**config.mk**
```make
export PLATFORM = sky130hd
export DESIGN_NAME = tape_record_deframer_flat
export DESIGN_NICKNAME = d
export VERILOG_FILES = /design/src/rtl/trd_pkg.sv /design/src/rtl/trd_if.sv /design/src/rtl/tape_record_deframer.sv /design/src/rtl/trd_front.sv /design/src/rtl/trd_fifo.sv /design/src/rtl/trd_back.sv /design/src/flat_wrapper.sv
export SDC_FILE = /design/constraint.sdc
export NUM_CORES = 2
export LEC_CHECK = 0
export ABC_AREA = 1
export BUFFER_PORTS_ARGS = -buffer_cell sky130_fd_sc_hd__buf_2
export CAP_MARGIN = 20
export CORE_MARGIN = 8
export CORE_UTILIZATION = 50
export CTS_CLUSTER_DIAMETER = 50
export DETAILED_ROUTE_END_ITERATION = 7
export PLACE_DENSITY = 0.69
export SYNTH_ARGS = -nofsm -noshare
export SYNTH_HDL_FRONTEND = slang
export SYNTH_SLANG_ARGS = --single-unit
```
**constraint.sdc**
```tcl
create_clock -name clk -period 7.11 [get_ports clk]
set_input_delay 0.3555 -clock clk [delete_from_list [all_inputs] [get_ports clk]]
set_output_delay 0.3555 -clock clk [all_outputs]
set_load 0.005 [all_outputs]
```
**src/rtl/trd_pkg.sv**
```systemverilog
package trd_pkg;

  localparam int PADDR_W     = 2;
  localparam int CFG_DATA_W  = 32;
  localparam int LAST_W      = 6;
  localparam int QUEUE_DEPTH = 4;

  localparam logic [7:0] SPACE_CHAR = 8'h20;

  localparam logic [7:0] TAG_BYTES [4] = '{8'h5C, 8'hD6, 8'hC1, 8'hD4};

  localparam logic [7:0] EBC_TO_ASC [256] = '{
    8'h00, 8'h01, 8'h02, 8'h03, 8'h1A, 8'h09, 8'h1A, 8'h7F,
    8'h1A, 8'h1A, 8'h1A, 8'h0B, 8'h0C, 8'h0D, 8'h0E, 8'h0F,
    8'h10, 8'h11, 8'h12, 8'h13, 8'h1A, 8'h1A, 8'h08, 8'h1A,
    8'h18, 8'h19, 8'h1A, 8'h1A, 8'h1C, 8'h1D, 8'h1E, 8'h1F,
    8'h1A, 8'h1A, 8'h1A, 8'h1A, 8'h1A, 8'h0A, 8'h17, 8'h1B,
    8'h1A, 8'h1A, 8'h1A, 8'h1A, 8'h1A, 8'h05, 8'h06, 8'h07,
    8'h1A, 8'h1A, 8'h16, 8'h1A, 8'h1A, 8'h1A, 8'h1A, 8'h04,
    8'h1A, 8'h1A, 8'h1A, 8'h1A, 8'h14, 8'h15, 8'h1A, 8'h1A,
    8'h20, 8'h1A, 8'h1A, 8'h1A, 8'h1A, 8'h1A, 8'h1A, 8'h1A,
    8'h1A, 8'h1A, 8'h5B, 8'h2E, 8'h3C, 8'h28, 8'h2B, 8'h21,
    8'h26, 8'h1A, 8'h1A, 8'h1A, 8'h1A, 8'h1A, 8'h1A, 8'h1A,
    8'h1A, 8'h1A, 8'h5D, 8'h24, 8'h2A, 8'h29, 8'h3B, 8'h5E,
    8'h2D, 8'h1A, 8'h1A, 8'h1A, 8'h1A, 8'h1A, 8'h1A, 8'h1A,
    8'h1A, 8'h1A, 8'h7C, 8'h2C, 8'h25, 8'h5F, 8'h3E, 8'h3F,
    8'h1A, 8'h1A, 8'h1A, 8'h1A, 8'h1A, 8'h1A, 8'h1A, 8'h1A,
    8'h1A, 8'h60, 8'h3A, 8'h23, 8'h40, 8'h27, 8'h3D, 8'h22,
    8'h1A, 8'h61, 8'h62, 8'h63, 8'h64, 8'h65, 8'h66, 8'h67,
    8'h68, 8'h69, 8'h1A, 8'h1A, 8'h1A, 8'h1A, 8'h1A, 8'h1A,
    8'h1A, 8'h6A, 8'h6B, 8'h6C, 8'h6D, 8'h6E, 8'h6F, 8'h70,
    8'h71, 8'h72, 8'h1A, 8'h1A, 8'h1A, 8'h1A, 8'h1A, 8'h1A,
    8'h1A, 8'h7E, 8'h73, 8'h74, 8'h75, 8'h76, 8'h77, 8'h78,
    8'h79, 8'h7A, 8'h1A, 8'h1A, 8'h1A, 8'h1A, 8'h1A, 8'h1A,
    8'h1A, 8'h1A, 8'h1A, 8'h1A, 8'h1A, 8'h1A, 8'h1A, 8'h1A,
    8'h1A, 8'h1A, 8'h1A, 8'h1A, 8'h1A, 8'h1A, 8'h1A, 8'h1A,
    8'h7B, 8'h41, 8'h42, 8'h43, 8'h44, 8'h45, 8'h46, 8'h47,
    8'h48, 8'h49, 8'h1A, 8'h1A, 8'h1A, 8'h1A, 8'h1A, 8'h1A,
    8'h7D, 8'h4A, 8'h4B, 8'h4C, 8'h4D, 8'h4E, 8'h4F, 8'h50,
    8'h51, 8'h52, 8'h1A, 8'h1A, 8'h1A, 8'h1A, 8'h1A, 8'h1A,
    8'h5C, 8'h1A, 8'h53, 8'h54, 8'h55, 8'h56, 8'h57, 8'h58,
    8'h59, 8'h5A, 8'h1A, 8'h1A, 8'h1A, 8'h1A, 8'h1A, 8'h1A,
    8'h30, 8'h31, 8'h32, 8'h33, 8'h34, 8'h35, 8'h36, 8'h37,
    8'h38, 8'h39, 8'h1A, 8'h1A, 8'h1A, 8'h1A, 8'h1A, 8'h1A
  };

  typedef enum logic [2:0] {
    KIND_PAYLOAD = 3'd0,
    KIND_COLL    = 3'd1,
    KIND_OBJ     = 3'd2,
    KIND_START   = 3'd3,
    KIND_SYNC    = 3'd4
  } kind_t;

  typedef enum logic [1:0] {
    CMD_PAYLOAD,
    CMD_RUN,
    CMD_START,
    CMD_SYNC
  } cmd_op_t;

  typedef struct packed {
    cmd_op_t            op;
    logic [7:0]         data;
    logic               bank;
    logic [LAST_W-1:0]  last;
    logic [31:0]        bsize;
    logic [31:0]        offset;
  } cmd_t;

  typedef struct packed {
    logic               en;
    logic               bank;
    logic [LAST_W-1:0]  k;
    logic [7:0]         data;
  } name_wr_t;

  typedef struct packed {
    logic valid;
    logic bank;
  } run_rel_t;

endpackage

```
**src/rtl/trd_if.sv**
```systemverilog
interface trd_in_if;
  logic       valid;
  logic       ready;
  logic [7:0] tape_byte;

  modport source (output valid, output tape_byte, input ready);
  modport sink (input valid, input tape_byte, output ready);
endinterface

interface trd_out_if;
  logic        valid;
  logic        ready;
  logic [2:0]  kind;
  logic [7:0]  data_byte;
  logic [31:0] block_size;
  logic [31:0] header_offset;
  logic        last_of_run;

  modport source (output valid, output kind, output data_byte, output block_size,
                  output header_offset, output last_of_run, input ready);
  modport sink (input valid, input kind, input data_byte, input block_size,
                input header_offset, input last_of_run, output ready);
endinterface

```
**src/rtl/tape_record_deframer.sv**
```systemverilog
// Splits a tape image, one byte per request on in_ch, into records of a
// fixed-size header and a raw payload, and emits name characters, a record
// start (or sync error) and payload bytes on out_ch. A byte is taken every
// cycle while the four-entry request queue has room; each name run of L
// trimmed characters is played out of the name buffer by the back end,
// and the input stalls only when the queue fills or when the next
// record's name would overwrite a bank whose run is still being read.
// After a sync error every further byte is taken and dropped until reset.
// stream_length (byte address 0) must be written before the image is fed.
module tape_record_deframer #(
  parameter int NAME_BYTES   = 44,
  parameter int HEADER_BYTES = 128
) (
  input  logic                           clk,
  input  logic                           rst_n,
  trd_in_if.sink                         in_ch,
  trd_out_if.source                      out_ch,
  input  logic                           psel,
  input  logic                           penable,
  input  logic                           pwrite,
  input  logic [trd_pkg::PADDR_W-1:0]    paddr,
  input  logic [trd_pkg::CFG_DATA_W-1:0] pwdata,
  output logic [trd_pkg::CFG_DATA_W-1:0] prdata,
  output logic                           pready
);
  import trd_pkg::*;

  localparam logic [PADDR_W-1:0] ADDR_STREAM_LENGTH = '0;

  logic [31:0] stream_length_r;
  logic        push, full, pop, empty;
  cmd_t        push_cmd, head;
  name_wr_t    name_wr;
  run_rel_t    run_rel;

  assign pready = 1'b1;
  assign prdata = (paddr == ADDR_STREAM_LENGTH) ? stream_length_r : '0;

  always_ff @(posedge clk) begin
    if (!rst_n) begin
      stream_length_r <= '0;
    end else if (psel && penable && pwrite && (paddr == ADDR_STREAM_LENGTH)) begin
      stream_length_r <= pwdata;
    end
  end

  trd_front #(
    .NAME_BYTES   (NAME_BYTES),
    .HEADER_BYTES (HEADER_BYTES)
  ) u_front (
    .clk           (clk),
    .rst_n         (rst_n),
    .stream_length (stream_length_r),
    .in_valid      (in_ch.valid),
    .in_ready      (in_ch.ready),
    .in_byte       (in_ch.tape_byte),
    .push          (push),
    .push_cmd      (push_cmd),
    .full          (full),
    .name_wr       (name_wr),
    .run_rel       (run_rel)
  );

  trd_fifo u_fifo (
    .clk      (clk),
    .rst_n    (rst_n),
    .push     (push),
    .push_cmd (push_cmd),
    .full     (full),
    .pop      (pop),
    .head     (head),
    .empty    (empty)
  );

  trd_back #(
    .NAME_BYTES (NAME_BYTES)
  ) u_back (
    .clk               (clk),
    .rst_n             (rst_n),
    .empty             (empty),
    .head              (head),
    .pop               (pop),
    .name_wr           (name_wr),
    .run_rel           (run_rel),
    .out_valid         (out_ch.valid),
    .out_ready         (out_ch.ready),
    .out_kind          (out_ch.kind),
    .out_data_byte     (out_ch.data_byte),
    .out_block_size    (out_ch.block_size),
    .out_header_offset (out_ch.header_offset),
    .out_last_of_run   (out_ch.last_of_run)
  );

endmodule

```
**src/rtl/trd_front.sv**
```systemverilog
module trd_front #(
  parameter int NAME_BYTES   = 44,
  parameter int HEADER_BYTES = 128
) (
  input  logic              clk,
  input  logic              rst_n,
  input  logic [31:0]       stream_length,
  input  logic              in_valid,
  output logic              in_ready,
  input  logic [7:0]        in_byte,
  output logic              push,
  output trd_pkg::cmd_t     push_cmd,
  input  logic              full,
  output trd_pkg::name_wr_t name_wr,
  input  trd_pkg::run_rel_t run_rel
);
  import trd_pkg::*;

  localparam int HDR_LEN = (HEADER_BYTES >= 2 * NAME_BYTES + 16) ?
                           HEADER_BYTES : 2 * NAME_BYTES + 16;
  localparam int SIZE_AT = 2 * NAME_BYTES + 8;
  localparam int TAG_AT  = 2 * NAME_BYTES + 12;
  localparam int IW      = $clog2(HDR_LEN);
  localparam int KW      = (NAME_BYTES > 1) ? $clog2(NAME_BYTES) : 1;

  typedef enum logic [1:0] {PH_IDLE, PH_HEADER, PH_PAYLOAD, PH_HALT} phase_t;

  phase_t          phase_r, phase_nxt;
  logic [IW-1:0]   hidx_r, hidx_nxt;
  logic [31:0]     pos_r, pos_nxt;
  logic [31:0]     rec_r, rec_nxt;
  logic [KW-1:0]   lastns_r, lastns_nxt;
  logic [31:0]     size_r, size_nxt;
  logic            tag_ok_r, tag_ok_nxt;
  logic [31:0]     left_r, left_nxt;
  logic [1:0]      busy_r, busy_nxt;

  logic            room, in_hdr, is_name, bank, blocked, acc;
  logic            is_size, is_tag, tag_last, hdr_last, tag_ok_cur;
  logic [IW-1:0]   idx, kfull;
  logic [KW-1:0]   k, lastns_new;
  logic [7:0]      char_c;
  logic [31:0]     offset_eff;

  assign room = {1'b0, stream_length} > ({1'b0, pos_r} + 33'(HEADER_BYTES));
  assign in_hdr = (phase_r == PH_HEADER) || ((phase_r == PH_IDLE) && room);
  assign idx = (phase_r == PH_HEADER) ? hidx_r : '0;
  assign is_name = idx < IW'(2 * NAME_BYTES);
  assign bank = idx >= IW'(NAME_BYTES);
  assign kfull = bank ? idx - IW'(NAME_BYTES) : idx;
  assign k = kfull[KW-1:0];
  assign char_c = EBC_TO_ASC[in_byte];
  assign lastns_new = ((k == '0) || (char_c != SPACE_CHAR)) ? k : lastns_r;
  assign is_size = (idx >= IW'(SIZE_AT)) && (idx < IW'(SIZE_AT + 4));
  assign is_tag = (idx >= IW'(TAG_AT)) && (idx < IW'(TAG_AT + 4));
  assign tag_last = idx == IW'(TAG_AT + 3);
  assign hdr_last = idx == IW'(HDR_LEN - 1);
  assign tag_ok_cur = tag_ok_r && (in_byte == TAG_BYTES[2'(idx - IW'(TAG_AT))]);
  assign offset_eff = (phase_r == PH_IDLE) ? pos_r : rec_r;

  assign blocked = in_hdr && is_name && busy_r[bank];
  assign in_ready = !full && !blocked;
  assign acc = in_valid && in_ready;

  always_comb begin
    phase_nxt  = phase_r;
    hidx_nxt   = hidx_r;
    pos_nxt    = pos_r;
    rec_nxt    = rec_r;
    lastns_nxt = lastns_r;
    size_nxt   = size_r;
    tag_ok_nxt = tag_ok_r;
    left_nxt   = left_r;
    busy_nxt   = busy_r;
    push       = 1'b0;
    push_cmd   = '{op: CMD_PAYLOAD, data: in_byte, bank: bank,
                   last: LAST_W'(lastns_new), bsize: size_r, offset: offset_eff};
    name_wr    = '{en: 1'b0, bank: bank, k: LAST_W'(k), data: char_c};

    if (run_rel.valid) begin
      busy_nxt[run_rel.bank] = 1'b0;
    end

    if (acc) begin
      pos_nxt = pos_r + 32'd1;
      if (in_hdr) begin
        phase_nxt = PH_HEADER;
        rec_nxt   = offset_eff;
        hidx_nxt  = idx + 1'b1;
        if (idx == '0) begin
          size_nxt   = '0;
          tag_ok_nxt = 1'b1;
        end
        if (is_name) begin
          name_wr.en = 1'b1;
          lastns_nxt = lastns_new;
          if (k == KW'(NAME_BYTES - 1)) begin
            push           = 1'b1;
            push_cmd.op    = CMD_RUN;
            busy_nxt[bank] = 1'b1;
          end
        end else if (is_size) begin
          size_nxt = {size_r[23:0], in_byte};
        end else if (is_tag) begin
          tag_ok_nxt = tag_ok_cur;
          if (tag_last) begin
            push        = 1'b1;
            push_cmd.op = tag_ok_cur ? CMD_START : CMD_SYNC;
          end
        end
        priority if (tag_last && !tag_ok_cur) begin
          phase_nxt = PH_HALT;
          hidx_nxt  = hidx_r;
        end else if (hdr_last) begin
          hidx_nxt  = '0;
          left_nxt  = size_r;
          phase_nxt = (size_r != '0) ? PH_PAYLOAD : PH_IDLE;
        end else begin
        end
      end else if (phase_r == PH_PAYLOAD) begin
        push     = 1'b1;
        left_nxt = left_r - 32'd1;
        if (left_r == 32'd1) begin
          phase_nxt = PH_IDLE;
        end
      end
    end
  end

  always_ff @(posedge clk) begin
    if (!rst_n) begin
      phase_r  <= PH_IDLE;
      hidx_r   <= '0;
      pos_r    <= '0;
      rec_r    <= '0;
      lastns_r <= '0;
      size_r   <= '0;
      tag_ok_r <= 1'b1;
      left_r   <= '0;
      busy_r   <= '0;
    end else begin
      phase_r  <= phase_nxt;
      hidx_r   <= hidx_nxt;
      pos_r    <= pos_nxt;
      rec_r    <= rec_nxt;
      lastns_r <= lastns_nxt;
      size_r   <= size_nxt;
      tag_ok_r <= tag_ok_nxt;
      left_r   <= left_nxt;
      busy_r   <= busy_nxt;
    end
  end

  a_halt_quiet: assert property (@(posedge clk) disable iff (!rst_n)
    (phase_r == PH_HALT) |-> !push)
    else $error("request queued after sync error");

  a_no_busy_write: assert property (@(posedge clk) disable iff (!rst_n)
    name_wr.en |-> !busy_r[name_wr.bank])
    else $error("name bank overwritten while its run is pending");

  a_release_busy: assert property (@(posedge clk) disable iff (!rst_n)
    run_rel.valid |-> busy_r[run_rel.bank])
    else $error("run released for an idle bank");

endmodule

```
**src/rtl/trd_fifo.sv**
```systemverilog
module trd_fifo (
  input  logic          clk,
  input  logic          rst_n,
  input  logic          push,
  input  trd_pkg::cmd_t push_cmd,
  output logic          full,
  input  logic          pop,
  output trd_pkg::cmd_t head,
  output logic          empty
);
  import trd_pkg::*;

  localparam int PW = $clog2(QUEUE_DEPTH);
  localparam int CW = $clog2(QUEUE_DEPTH + 1);

  cmd_t          slot_r [QUEUE_DEPTH];
  logic [PW-1:0] wptr_r, rptr_r;
  logic [CW-1:0] count_r;

  assign full  = count_r == CW'(QUEUE_DEPTH);
  assign empty = count_r == '0;
  assign head  = slot_r[rptr_r];

  always_ff @(posedge clk) begin
    if (push) begin
      slot_r[wptr_r] <= push_cmd;
    end
  end

  always_ff @(posedge clk) begin
    if (!rst_n) begin
      wptr_r  <= '0;
      rptr_r  <= '0;
      count_r <= '0;
    end else begin
      if (push) begin
        wptr_r <= (wptr_r == PW'(QUEUE_DEPTH - 1)) ? '0 : wptr_r + 1'b1;
      end
      if (pop) begin
        rptr_r <= (rptr_r == PW'(QUEUE_DEPTH - 1)) ? '0 : rptr_r + 1'b1;
      end
      count_r <= count_r + CW'(push) - CW'(pop);
    end
  end

  a_no_overflow: assert property (@(posedge clk) disable iff (!rst_n)
    full |-> !push)
    else $error("queue overflow");

  a_no_underflow: assert property (@(posedge clk) disable iff (!rst_n)
    empty |-> !pop)
    else $error("queue underflow");

  a_count_step: assert property (@(posedge clk) disable iff (!rst_n)
    (push && !pop) |=> (count_r == $past(count_r) + 1'b1))
    else $error("queue count out of step");

endmodule

```
**src/rtl/trd_back.sv**
```systemverilog
module trd_back #(
  parameter int NAME_BYTES = 44
) (
  input  logic              clk,
  input  logic              rst_n,
  input  logic              empty,
  input  trd_pkg::cmd_t     head,
  output logic              pop,
  input  trd_pkg::name_wr_t name_wr,
  output trd_pkg::run_rel_t run_rel,
  output logic              out_valid,
  input  logic              out_ready,
  output logic [2:0]        out_kind,
  output logic [7:0]        out_data_byte,
  output logic [31:0]       out_block_size,
  output logic [31:0]       out_header_offset,
  output logic              out_last_of_run
);
  import trd_pkg::*;

  localparam int KW = (NAME_BYTES > 1) ? $clog2(NAME_BYTES) : 1;

  typedef enum logic {B_IDLE, B_RUN} bstate_t;

  logic [7:0]    name_mem [2**(KW+1)];
  logic [7:0]    rdata_r;

  bstate_t       state_r, state_nxt;
  logic          run_bank_r, run_bank_nxt;
  logic [KW-1:0] run_idx_r, run_idx_nxt;
  logic [KW-1:0] run_last_r, run_last_nxt;
  logic [31:0]   run_off_r, run_off_nxt;
  logic          out_valid_r, out_valid_nxt;
  kind_t         out_kind_r, out_kind_nxt;
  logic [7:0]    out_data_r, out_data_nxt;
  logic [31:0]   out_bsize_r, out_bsize_nxt;
  logic [31:0]   out_off_r, out_off_nxt;
  logic          out_last_r, out_last_nxt;
  logic          slot_free, run_end;

  assign slot_free = !out_valid_r || out_ready;
  assign run_end   = run_idx_r == run_last_r;

  always_comb begin
    state_nxt     = state_r;
    run_bank_nxt  = run_bank_r;
    run_idx_nxt   = run_idx_r;
    run_last_nxt  = run_last_r;
    run_off_nxt   = run_off_r;
    out_valid_nxt = out_valid_r && !out_ready;
    out_kind_nxt  = out_kind_r;
    out_data_nxt  = out_data_r;
    out_bsize_nxt = out_bsize_r;
    out_off_nxt   = out_off_r;
    out_last_nxt  = out_last_r;
    pop           = 1'b0;
    run_rel       = '{valid: 1'b0, bank: run_bank_r};

    unique case (state_r)
      B_IDLE: begin
        if (!empty && slot_free) begin
          pop = 1'b1;
          if (head.op == CMD_RUN) begin
            state_nxt    = B_RUN;
            run_bank_nxt = head.bank;
            run_idx_nxt  = '0;
            run_last_nxt = head.last[KW-1:0];
            run_off_nxt  = head.offset;
          end else begin
            out_valid_nxt = 1'b1;
            out_off_nxt   = head.offset;
            out_last_nxt  = 1'b0;
            unique case (head.op)
              CMD_PAYLOAD: begin
                out_kind_nxt  = KIND_PAYLOAD;
                out_data_nxt  = head.data;
                out_bsize_nxt = '0;
              end
              CMD_START: begin
                out_kind_nxt  = KIND_START;
                out_data_nxt  = '0;
                out_bsize_nxt = head.bsize;
              end
              default: begin
                out_kind_nxt  = KIND_SYNC;
                out_data_nxt  = '0;
                out_bsize_nxt = head.bsize;
              end
            endcase
          end
        end
      end
      B_RUN: begin
        if (slot_free) begin
          out_valid_nxt = 1'b1;
          out_kind_nxt  = run_bank_r ? KIND_OBJ : KIND_COLL;
          out_data_nxt  = rdata_r;
          out_bsize_nxt = '0;
          out_off_nxt   = run_off_r;
          out_last_nxt  = run_end;
          if (run_end) begin
            state_nxt     = B_IDLE;
            run_rel.valid = 1'b1;
          end else begin
            run_idx_nxt = run_idx_r + 1'b1;
          end
        end
      end
      default: begin
        state_nxt = B_IDLE;
      end
    endcase
  end

  always_ff @(posedge clk) begin
    if (name_wr.en) begin
      name_mem[{name_wr.bank, name_wr.k[KW-1:0]}] <= name_wr.data;
    end
    rdata_r <= name_mem[{run_bank_nxt, run_idx_nxt}];
  end

  always_ff @(posedge clk) begin
    if (!rst_n) begin
      state_r     <= B_IDLE;
      out_valid_r <= 1'b0;
    end else begin
      state_r     <= state_nxt;
      out_valid_r <= out_valid_nxt;
    end
    run_bank_r  <= run_bank_nxt;
    run_idx_r   <= run_idx_nxt;
    run_last_r  <= run_last_nxt;
    run_off_r   <= run_off_nxt;
    out_kind_r  <= out_kind_nxt;
    out_data_r  <= out_data_nxt;
    out_bsize_r <= out_bsize_nxt;
    out_off_r   <= out_off_nxt;
    out_last_r  <= out_last_nxt;
  end

  assign out_valid         = out_valid_r;
  assign out_kind          = out_kind_r;
  assign out_data_byte     = out_data_r;
  assign out_block_size    = out_bsize_r;
  assign out_header_offset = out_off_r;
  assign out_last_of_run   = out_last_r;

  a_run_in_range: assert property (@(posedge clk) disable iff (!rst_n)
    (state_r == B_RUN) |-> (run_idx_r <= run_last_r))
    else $error("name run read past its end");

  a_last_only_names: assert property (@(posedge clk) disable iff (!rst_n)
    (out_valid_r && out_last_r) |-> (out_kind_r == KIND_COLL || out_kind_r == KIND_OBJ))
    else $error("run end flag on a non-name result");

endmodule

```
**src/flat_wrapper.sv**
```systemverilog
// flat-port wrapper written by rule: the top's interface ports become plain ports
module tape_record_deframer_flat import trd_pkg::*;
#(
  parameter int NAME_BYTES   = 44,
  parameter int HEADER_BYTES = 128
)
  (clk, rst_n, psel, penable, pwrite, paddr, pwdata, prdata, pready, in_ch_valid, in_ch_tape_byte, in_ch_ready, out_ch_valid, out_ch_kind, out_ch_data_byte, out_ch_block_size, out_ch_header_offset, out_ch_last_of_run, out_ch_ready);
  trd_in_if in_ch_i ();
  trd_out_if out_ch_i ();
  input  logic clk;
  input  logic rst_n;
  input  logic psel;
  input  logic penable;
  input  logic pwrite;
  input  logic [trd_pkg::PADDR_W-1:0] paddr;
  input  logic [trd_pkg::CFG_DATA_W-1:0] pwdata;
  output logic [trd_pkg::CFG_DATA_W-1:0] prdata;
  output logic pready;
  input wire logic [$bits(in_ch_i.valid)-1:0] in_ch_valid;
  input wire logic [$bits(in_ch_i.tape_byte)-1:0] in_ch_tape_byte;
  output wire logic [$bits(in_ch_i.ready)-1:0] in_ch_ready;
  output wire logic [$bits(out_ch_i.valid)-1:0] out_ch_valid;
  output wire logic [$bits(out_ch_i.kind)-1:0] out_ch_kind;
  output wire logic [$bits(out_ch_i.data_byte)-1:0] out_ch_data_byte;
  output wire logic [$bits(out_ch_i.block_size)-1:0] out_ch_block_size;
  output wire logic [$bits(out_ch_i.header_offset)-1:0] out_ch_header_offset;
  output wire logic [$bits(out_ch_i.last_of_run)-1:0] out_ch_last_of_run;
  input wire logic [$bits(out_ch_i.ready)-1:0] out_ch_ready;
  assign in_ch_i.valid = in_ch_valid;
  assign in_ch_i.tape_byte = in_ch_tape_byte;
  assign in_ch_ready = in_ch_i.ready;
  assign out_ch_valid = out_ch_i.valid;
  assign out_ch_kind = out_ch_i.kind;
  assign out_ch_data_byte = out_ch_i.data_byte;
  assign out_ch_block_size = out_ch_i.block_size;
  assign out_ch_header_offset = out_ch_i.header_offset;
  assign out_ch_last_of_run = out_ch_i.last_of_run;
  assign out_ch_i.ready = out_ch_ready;
  tape_record_deframer #(.NAME_BYTES(NAME_BYTES), .HEADER_BYTES(HEADER_BYTES)) u_core (.clk(clk), .rst_n(rst_n), .in_ch(in_ch_i), .out_ch(out_ch_i), .psel(psel), .penable(penable), .pwrite(pwrite), .paddr(paddr), .pwdata(pwdata), .prdata(prdata), .pready(pready));
endmodule
```
==> results list <==
- The flow ran to the end, and the final reports show no timing, DRC or antenna violations.
- Setup slack on the worst reg-to-reg path comes out at 0.71 ns.
- Met2 wire len: 85,700 µm
- The cell count after synthesis came out at a little under 7k.
- Counting the buffers created by CTS gives roughly 170.
- CTS tree: yes
- For this run, the post-layout net count is 7,054.
- Clock transition at the registers of the reported paths: ~0.060 ns
- Cell variety after synth: 56
- Highest layer used for signal routing: met4
- Summing the sequential cell areas from Yosys gives 63.8% of the chip area.
* # resized after CTS: 0
* First-pass GRT wire length: roughly 280,000 µm
- At the end of the flow the core is filled with cells to between 50% and 60%.
- Critical path fanouts, max: 63
- Wire length on met1: between 70,000 and 80,000 µm
- Per report_power, the combinational group accounts for between 30% and 40% of the total.
* Largest net degree at the start of global routing: approximately 220
- Sequential cell fraction of total power: 39.8%
- Arr. time, crit path: between 6 and 7 ns
- Internal power comes to 18.3 mW.
- Peak supply drop: 442 µV
* DPL Wire Length: around 110,000 µm
* Overall die width: approximately 390 µm
- Number of levels the H-tree was split into: 4
- Leftover overflow at the end of global routing: 0
- Hold crit path type: input port to flop
* Maximum Capacitance Violations: 0
- 0 antenna diodes ended up in the layout.
* Final hold vios: 0
* Violation count after the first detailed-route iteration: roughly 5.5k
- During I/O placement, the number of pins put on the boundary was 160.
- The number of antenna violations at the first check in global routing is 0.
- For this design the static power due to leakage is roughly 30 nW.
- Per-cell via count in the routed design: between 5 and 6
* Clk root buf: sky130_fd_sc_hd__clkbuf_16
* Main area contributors after synthesis: sky130_fd_sc_hd__edfxtp_1 58%, sky130_fd_sc_hd__nand3_1 7.7%, sky130_fd_sc_hd__nand2_1 6.2%
* Number of standard cells in the final layout excluding fillers: roughly 8.9k
- For the finished layout, the period the worst path requires is approximately 6.4 ns.
- Highest-count cells in the layout ignoring fill and taps: 1,334 x sky130_fd_sc_hd__edfxtp_1, 1,145 x sky130_fd_sc_hd__nand2_1, 1,064 x sky130_fd_sc_hd__nand3_1
* Routability cong.: between 0.9 and 1
- Fraction of post-synthesis cell area in the top cell type by area: between 50% and 60%
- Setup clock skew after layout: 0.0321 ns
- Final setup violating endpoints: 0
- Tot GR Track Use: a little under a quarter
- Clk pwr share: around 30%
* Combined area of all synthesized cells: 69,200 µm²
* Initial Util: a little over 50%
- The post-route netlist has between 7 and 8% of its cells at a drive strength greater than 1.
* Flops & latches, synth: ~1.5k
* Highest Clock Rate: about 160 MHz
- The clock passes through at most 3 buffers.
* Via count of the routed design: 49.8k
- The die covers about 150,000 µm².
- Sum of internal, switching and leakage power: roughly 29 mW
* EDFF count, synth: around 1.3k
- Pre-Repair DR Iteration Count: 6
* Switching power summed over all nets: 10.3 mW
* Via count of the first global-routing pass: about 47k
- In this run the tightest slew margin relative to its limit is 22.4%.
- Category of the worst setup path launch point: flop
- Final worst slack: just over 0.7 ns
* Net Sw Frac: 36.0%
- For the pin with the worst max-slew slack, the measured transition is about 1.2 ns.
- Final instance area: slightly below 80,000 µm²
* Total placed instance area: around 72,000 µm²
* Most common cell after layout, fill and taps aside: sky130_fd_sc_hd__edfxtp_1
* Cell taking the most area after synthesis: sky130_fd_sc_hd__edfxtp_1
* Portion of the clock cycle consumed by the worst path in the final layout: roughly nine tenths
* Worst slack at placement: slightly below 0.8 ns
* Number of sinks handled by clock tree synthesis: ~1.5k
- The Yosys step of the flow raised 0 warnings.
- Wire per inst: 20.7 µm
- Antenna-violating nets left: 0
- The area growth from synthesis to layout is 12.3%.
* Power Dens Cells: approximately 370 nW/µm²
- The routed design uses 14,700 µm of met3 wire.
- Row generation in the floorplan step produced approximately 140 rows.
* Unrepaired setup endpoints after global routing: false
- Input and output buffers added on the ports amount to ~160.
- The die is just under 400 µm tall.
* Kind of critical path: flop to flop
- Share of synthesized registers carrying an async set or reset: 0%
- The number of max-slew violations in the final report is 0.
- The most used flip-flop cell after synthesis is sky130_fd_sc_hd__edfxtp_1.
- In this run, placement finished with an instance count of 8,527.
- Endpoint type of the worst setup path: flop
- For the worst setup path, the data required time is 7.53 ns.
* Mapped Avg Cell Area: about 10 µm²
- Core Region: 137,000 µm²
* Clock latency on the worst-skew pair: 0.80 ns
- Final routed wirelength across all metal layers: ~180,000 µm
- Drc violations: 0
## area by class of cell
type / instances / area, µm²
timing repair buffer: 269 / 1880
fill: 11500 / 59700
inverter: 744 / 2820
multi-input combinational: 4226 / 21100
clock inverter: 94 / 998
clock buffer: 213 / 4510
sequential: 1537 / 44100
tap: 1794 / 2240
## sequential cells by signal (all words and copies together) (netlist names), 3 cells and up, named ones only
signal                           cells
u_core.u_front.size_r               32
u_core.u_back.rdata_r                7
u_core.u_front.pos_r                32
u_core.u_back.run_last_r             6
u_core.u_back.run_off_r             32
u_core.u_front.left_r               32
u_core.u_back.out_header_offset     32
u_core.u_back.out_data_byte          8
u_core.u_back.run_idx_r              6
u_core.u_back.name_mem             896
u_core.u_fifo.count_r                3
u_core.u_fifo.slot_r               324
u_core.u_front.rec_r                32
u_core.stream_length_r              32
u_core.u_front.lastns_r              6
u_core.u_back.out_block_size        32
u_core.u_back.out_kind               3
u_core.u_front.hidx_r                7
## repair_timing
item                                   4_1_cts  5_1_grt
buffers inserted                             0        0
endpoints found under the hold margin       57        0
hold buffers                                39        0
## per-stage QoR
stage               setup TNS [ns]  hold WS [ns]
finish                           0        0.0702
floorplan                   -82.67         0.425
global route                     0        0.0445
CTS                              0      0.000492
detailed placement               0         0.440
global placement                 0         0.435
## synth_stat cells (22+ instances only)
| cell type | count |
|---|---|
| sky130_fd_sc_hd__nor3_1 | 40 |
| sky130_fd_sc_hd__xnor2_1 | 22 |
| sky130_fd_sc_hd__nor2_1 | 576 |
| sky130_fd_sc_hd__xor2_1 | 53 |
| sky130_fd_sc_hd__buf_1 | 41 |
| sky130_fd_sc_hd__inv_1 | 725 |
| sky130_fd_sc_hd__nand3_1 | 1067 |
| sky130_fd_sc_hd__edfxtp_1 | 1334 |
| sky130_fd_sc_hd__nand3b_1 | 329 |
| sky130_fd_sc_hd__dfxtp_1 | 203 |
| sky130_fd_sc_hd__nand2_1 | 1148 |
| sky130_fd_sc_hd__ha_1 | 58 |
| sky130_fd_sc_hd__a21oi_1 | 206 |
| sky130_fd_sc_hd__o21ai_0 | 392 |
| sky130_fd_sc_hd__o22ai_1 | 42 |
| sky130_fd_sc_hd__nand4_1 | 28 |
| sky130_fd_sc_hd__clkbuf_1 | 204 |
| sky130_fd_sc_hd__buf_2 | 154 |
## worst max-delay path, stage by stage (launching register included)
cell and delay (ns):
sky130_fd_sc_hd__dfxtp_1 0.42, sky130_fd_sc_hd__ha_1 0.28, sky130_fd_sc_hd__inv_1 0.10, sky130_fd_sc_hd__nor3_1 0.35, sky130_fd_sc_hd__inv_1 0.15, sky130_fd_sc_hd__nor2_1 0.30
sky130_fd_sc_hd__inv_1 0.10, sky130_fd_sc_hd__nor2_1 0.23, sky130_fd_sc_hd__inv_1 0.09, sky130_fd_sc_hd__nor2_1 0.16, sky130_fd_sc_hd__xor2_1 0.11, sky130_fd_sc_hd__ha_1 0.28
sky130_fd_sc_hd__nand2_1 0.09, sky130_fd_sc_hd__nor3_1 0.21, sky130_fd_sc_hd__nand2_1 0.08, sky130_fd_sc_hd__nand2_1 0.06, sky130_fd_sc_hd__nand2_1 0.04, sky130_fd_sc_hd__nand2_1 0.10
sky130_fd_sc_hd__nand2_4 0.12, sky130_fd_sc_hd__nand2_8 0.31, sky130_fd_sc_hd__nand4_4 0.15, sky130_fd_sc_hd__nor2_4 0.53, sky130_fd_sc_hd__nand3_2 0.89, sky130_fd_sc_hd__nor2_1 0.84
## kinds of logic after synthesis
kind of cell	synth area share, %
fa+ha+maj	1.08
xor+xnor	0.990
flops	63.8
buf+inv	6.73
simple gates	22.0
compound gates	5.36
other cells	0.0109
## metal layers
layer | vias to the layer above | track usage, %
li1 | 23400 | -
met1 | 23900 | 32.0
met2 | 2211 | 38.0
met3 | 372 | 4.29
met4 | 0 | 8.41
met5 | - | 0
## final timing paths
kind                                 start                             to  cells past startpoint
hold reg to reg   u_core.u_front.rec_r[28]       u_core.u_front.rec_r[28]                      2
hold / removal          in_ch_tape_byte[3]    u_core.u_fifo.slot_r[1][74]                      1
setup reg to reg   u_core.u_front.pos_r[7]  u_core.u_back.name_mem[74][2]                     23
setup / recovery   u_core.u_front.pos_r[7]  u_core.u_back.name_mem[74][2]                     23
## power by group through the flow
| stage | Combinational [mW] | Clock (mW) | Sequential (mW) |
|---|---|---|---|
| 6_report | 8.68 | 8.55 | 11.4 |
| 5_1_grt | 9.53 | 9.02 | 11.5 |
| 4_1_cts | 8.62 | 8.66 | 11.4 |
| 3_5_place_dp | 8.56 | 0 | 11.6 |
| 3_3_place_gp | 8.45 | 0 | 11.6 |
| 2_1_floorplan | 5.87 | 0 | 11.5 |
Note: power is estimated with default switching activity, not from simulation.
